--- src/lzhd_ram.sv ---
// generic single write port, single read port ram with registered read
// no dependencies
module lzhd_ram #(
    parameter int WIDTH = 8,
    parameter int DEPTH = 64
) (
    input  logic                     clk,
    input  logic                     wr_en,
    input  logic [$clog2(DEPTH)-1:0] wr_addr,
    input  logic [WIDTH-1:0]         wr_data,
    input  logic                     rd_en,
    input  logic [$clog2(DEPTH)-1:0] rd_addr,
    output logic [WIDTH-1:0]         rd_data
);

    logic [WIDTH-1:0] mem [DEPTH];

    // write and registered read
    always_ff @(posedge clk)
    begin
        if (wr_en)
        begin
            mem[wr_addr] <= wr_data;
        end
        if (rd_en)
        begin
            rd_data <= mem[rd_addr];
        end
    end

endmodule

--- config.mk ---
export PLATFORM = sky130hd
export DESIGN_NAME = lzhd_ram
export DESIGN_NICKNAME = d
export VERILOG_FILES = /design/src/lzhd_ram.sv
export SDC_FILE = /design/constraint.sdc
export NUM_CORES = 1
export LEC_CHECK = 0
export BUFFER_PORTS_ARGS = -buffer_cell sky130_fd_sc_hd__buf_2
export CAP_MARGIN = 25
export CORE_MARGIN = 3
export CORE_UTILIZATION = 55
export CTS_CLUSTER_SIZE = 30
export DETAILED_ROUTE_END_ITERATION = 6
export GPL_TIMING_DRIVEN = 0
export PLACE_DENSITY = 0.74
export SLEW_MARGIN = 10
export SYNTH_ARGS = -nofsm -noshare
export SYNTH_HDL_FRONTEND = slang
export SYNTH_SLANG_ARGS = --single-unit
--- constraint.sdc ---
create_clock -name clk -period 2.35 [get_ports clk]
set_input_delay 0.47 -clock clk [delete_from_list [all_inputs] [get_ports clk]]
set_output_delay 0.47 -clock clk [all_outputs]
set_load 0.05 [all_outputs]
==> flow_summary.ini <==
[power_and_ir_drop]
vdd_ir_drop_max_uv = 605
powerDensity_mw_per_mm2 = 840
leakagePower_nw = 7.12
power_mw = 19.1

[setup_path]
r2r-end = rd_data[4]$_DFFE_PP_
critPathArrivalTime_ps = 2580
worst_r2r_startpoint = mem[28][4]$_DFFE_PP_
crit_fanout = 1
critPathRequiredTime_ps = 2630
reg2reg_depth = 5
endpoint_kind = register
cp-start-kind = register
rrSetupSlack_ps = 50
crit_type = reg -> reg

[synthesis]
ys_types = 39
synth-edff-count = 520
ys_ff_latch = 520
syn_inst = 940
yosysSeqAreaShare = 0.771
synth_xor_area_frac = 0
synth-compound-area-share = 0.0206
syn-num-nets = 963
syn_area_mm2 = 0.0202
syn_area_per_cell_um2 = 21.5
ys_dominant_reg_cell = edfxtp_1
async_reset_ff_frac = 0
yosys_warnings = 0
yosys.area_share.simple = 0.0337
synthMuxAreaShare = 0.159
synthAdderAreaFrac = 0
synth_top_family_by_area = multiplexers

[die]
core_area_mm2 = 0.0359
io_pins = 31
die-height_um = 198
die_area_mm2 = 0.0392
die_w_um = 198
initial_utilization = 0.564
row_count = 69

[routing]
vias = 9960
via_per_inst = 6.54
detail-route-antenna-nets = 0
route.detailed.drc = 0
routed_wl_um = 45800
dr.pass1.iters = 7
drt-initial-drc-count = 1227
wl_per_cell_um = 30.1

[grt]
first_global_vias = 9908
grt_usage = 0.241
grt_overflow = 0
antenna_found_initial = 3
grt_max_degree = 65
grt_pass1_wl_um = 67100

[clocking]
tritoncts = built
cts_hold_buf = 0
cts.path.max_buffers = 3
clkTransAtPathRegs_ps = 60
numCtsBuffers = 50
cts_max_level = 2
cts-root-buf = clkbuf_16
clock_latency_ps = 580
cts_sinks = 520

[sta]
max_freq_mhz = 434
setup_viol = 0
skew_ps = 20.2
slew-limit-headroom = 0.358
period_share = 0.980
postLayoutSetupSlackWorst_ps = 46.2
finalWorstPathRequiredPeriod_ps = 2300
maxSlewViolCount = 0
worst_pin_slew_ps = 959
hold_viol = 0
rsz0062_at_grt = false
setup_tns_ps = 0

[status]
status = finished, final reports clean

[final_layout]
antenna_cells = 0
multi_input_area_mm2 = 0.00435
num-fill-cells = 2309
drive_above_1_share = 0.266
seq_area_mm2 = 0.0156
syn2layout_area_growth_pct = 12.3
nets = 1046

[min_path]
hp-start = wr_data[7]
hold_path.class = in -> reg
worst_hold_path.endpoint = mem[52][7]$_DFFE_PP_
hold_depth = 1

[run]
maxCapViolCount = 0

[placement]
place_congestion = 0.943
post-place-ws_ps = -1130
portBuffers = 22
dp_hpwl_um = 29400
## power breakdown
part           switching [mW]  leakage, nW  total [mW]  internal (mW)
Sequential             0.0192         4.69        10.3           10.3
Clock                    3.27        0.771        7.72           4.45
Combinational           0.693         1.66        1.09          0.395
## flip-flops by register name, summed over array words and instances (netlist names)
register / flops
mem: 512
rd_data: 8
## Yosys cell counts (all sizes together) (4+ instances only)
cell type,number,share of area
edfxtp,520,0.77
mux2,13,0.0072
buf,34,0.012
nand2b,7,0.0022
nor2,83,0.015
nor3,7,0.0017
o21ai,4,0.00099
a211oi,4,0.0015
nand3,13,0.0032
mux4,126,0.14
nor2b,14,0.0043
clkbuf,17,0.0032
o221ai,8,0.0035
a221oi,6,0.0026
mux2i,23,0.011
nand2,19,0.0035
o22ai,8,0.0025
## worst max-delay path by stage
stage	startpoint	to	slack (ps)	depth (start not counted)
finish	mem[28][4]$_DFFE_PP_	rd_data[4]$_DFFE_PP_	50	5
global route	rd_addr[1]	rd_data[6]$_DFFE_PP_	10	8
CTS	rd_addr[4]	rd_data[0]$_DFFE_PP_	20	7
detailed placement	rd_addr[1]	rd_data[6]$_DFFE_PP_	-1130	8
global placement	rd_addr[2]	rd_data[5]$_DFFE_PP_	-1020	7
floorplan	rd_addr[1]	rd_data[3]$_DFFE_PP_	70	7
## routing by layer
metal / part of all wire / routed length, um / vias to the layer above / global-route usage
met3: 0.11 / 5000 / 103 / 0.0568
met1: 0.39 / 18100 / 5158 / 0.357
met2: 0.46 / 20900 / 588 / 0.358
met5: 0.00068 / 31 / - / 0
met4: 0.038 / 1760 / 6 / 0.0860
li1: - / - / 4105 / -
## layout by cell type (no fill, tap or decap), drive strengths merged
cell type	instances
clkbuf	78
o221ai	8
o32ai	2
a31oi	1
mux2i	23
nand3	13
nand2	19
nor2b	14
inv	2
nor3	7
or3	1
o2111ai	3
o21a	2
o221a	2
mux2	13
mux4	126
a211oi	4
o2bb2ai	3
a21oi	3
bufinv	5
nand2b	7
nand4	2
nand3b	3
clkinv	24
o21ai	4
a2111oi	2
a22oi	3
edfxtp	520
buf	63
nor2	83
a221oi	6
o41ai	2
and2	1
nor4	2
o22ai	8
o311ai	1
clkinvlp	1
nand4b	1
## cell families after synthesis
group | count (synthesis)
mux | 162
compound gates | 54
flops | 520
buf+inv | 51
simple gates | 153
## area by class of cell
cell class | count | share of cell area
buffer | 51 | 0.0155
timing repair buffer | 31 | 0.0123
multi-input combinational | 369 | 0.191
clock inverter | 32 | 0.0127
clock buffer | 59 | 0.0565
tap | 461 | 0.0254
sequential | 520 | 0.687
## critical path, cell delays in order, from the launching register on
cell and delay (ps):
edfxtp_1 370, mux4_2 470, mux2_2 300, o221a_2 280, nor3_1 390, o32ai_2 200
## timing repair
action	in CTS	in global routing
setup endpoints to repair	8	7
setup buffers	0	0
resized for setup	18	11
## metrics by stage
| stage | util | cells | area (um2) | hold slack (ps) |
|---|---|---|---|---|
| 2_1_floorplan | - | 940 | 20200 | 569 |
| 3_3_place_gp | 0.583 | 1423 | 20900 | 851 |
| 3_5_place_dp | 0.585 | 1428 | 21000 | 861 |
| 4_1_cts | 0.630 | 1519 | 22600 | 267 |
| 5_1_grt | 0.633 | 1523 | 22700 | 285 |
| 6_report | 0.633 | 1523 | 22700 | 279 |
No activity file was read; power rests on OpenSTA's default activity.
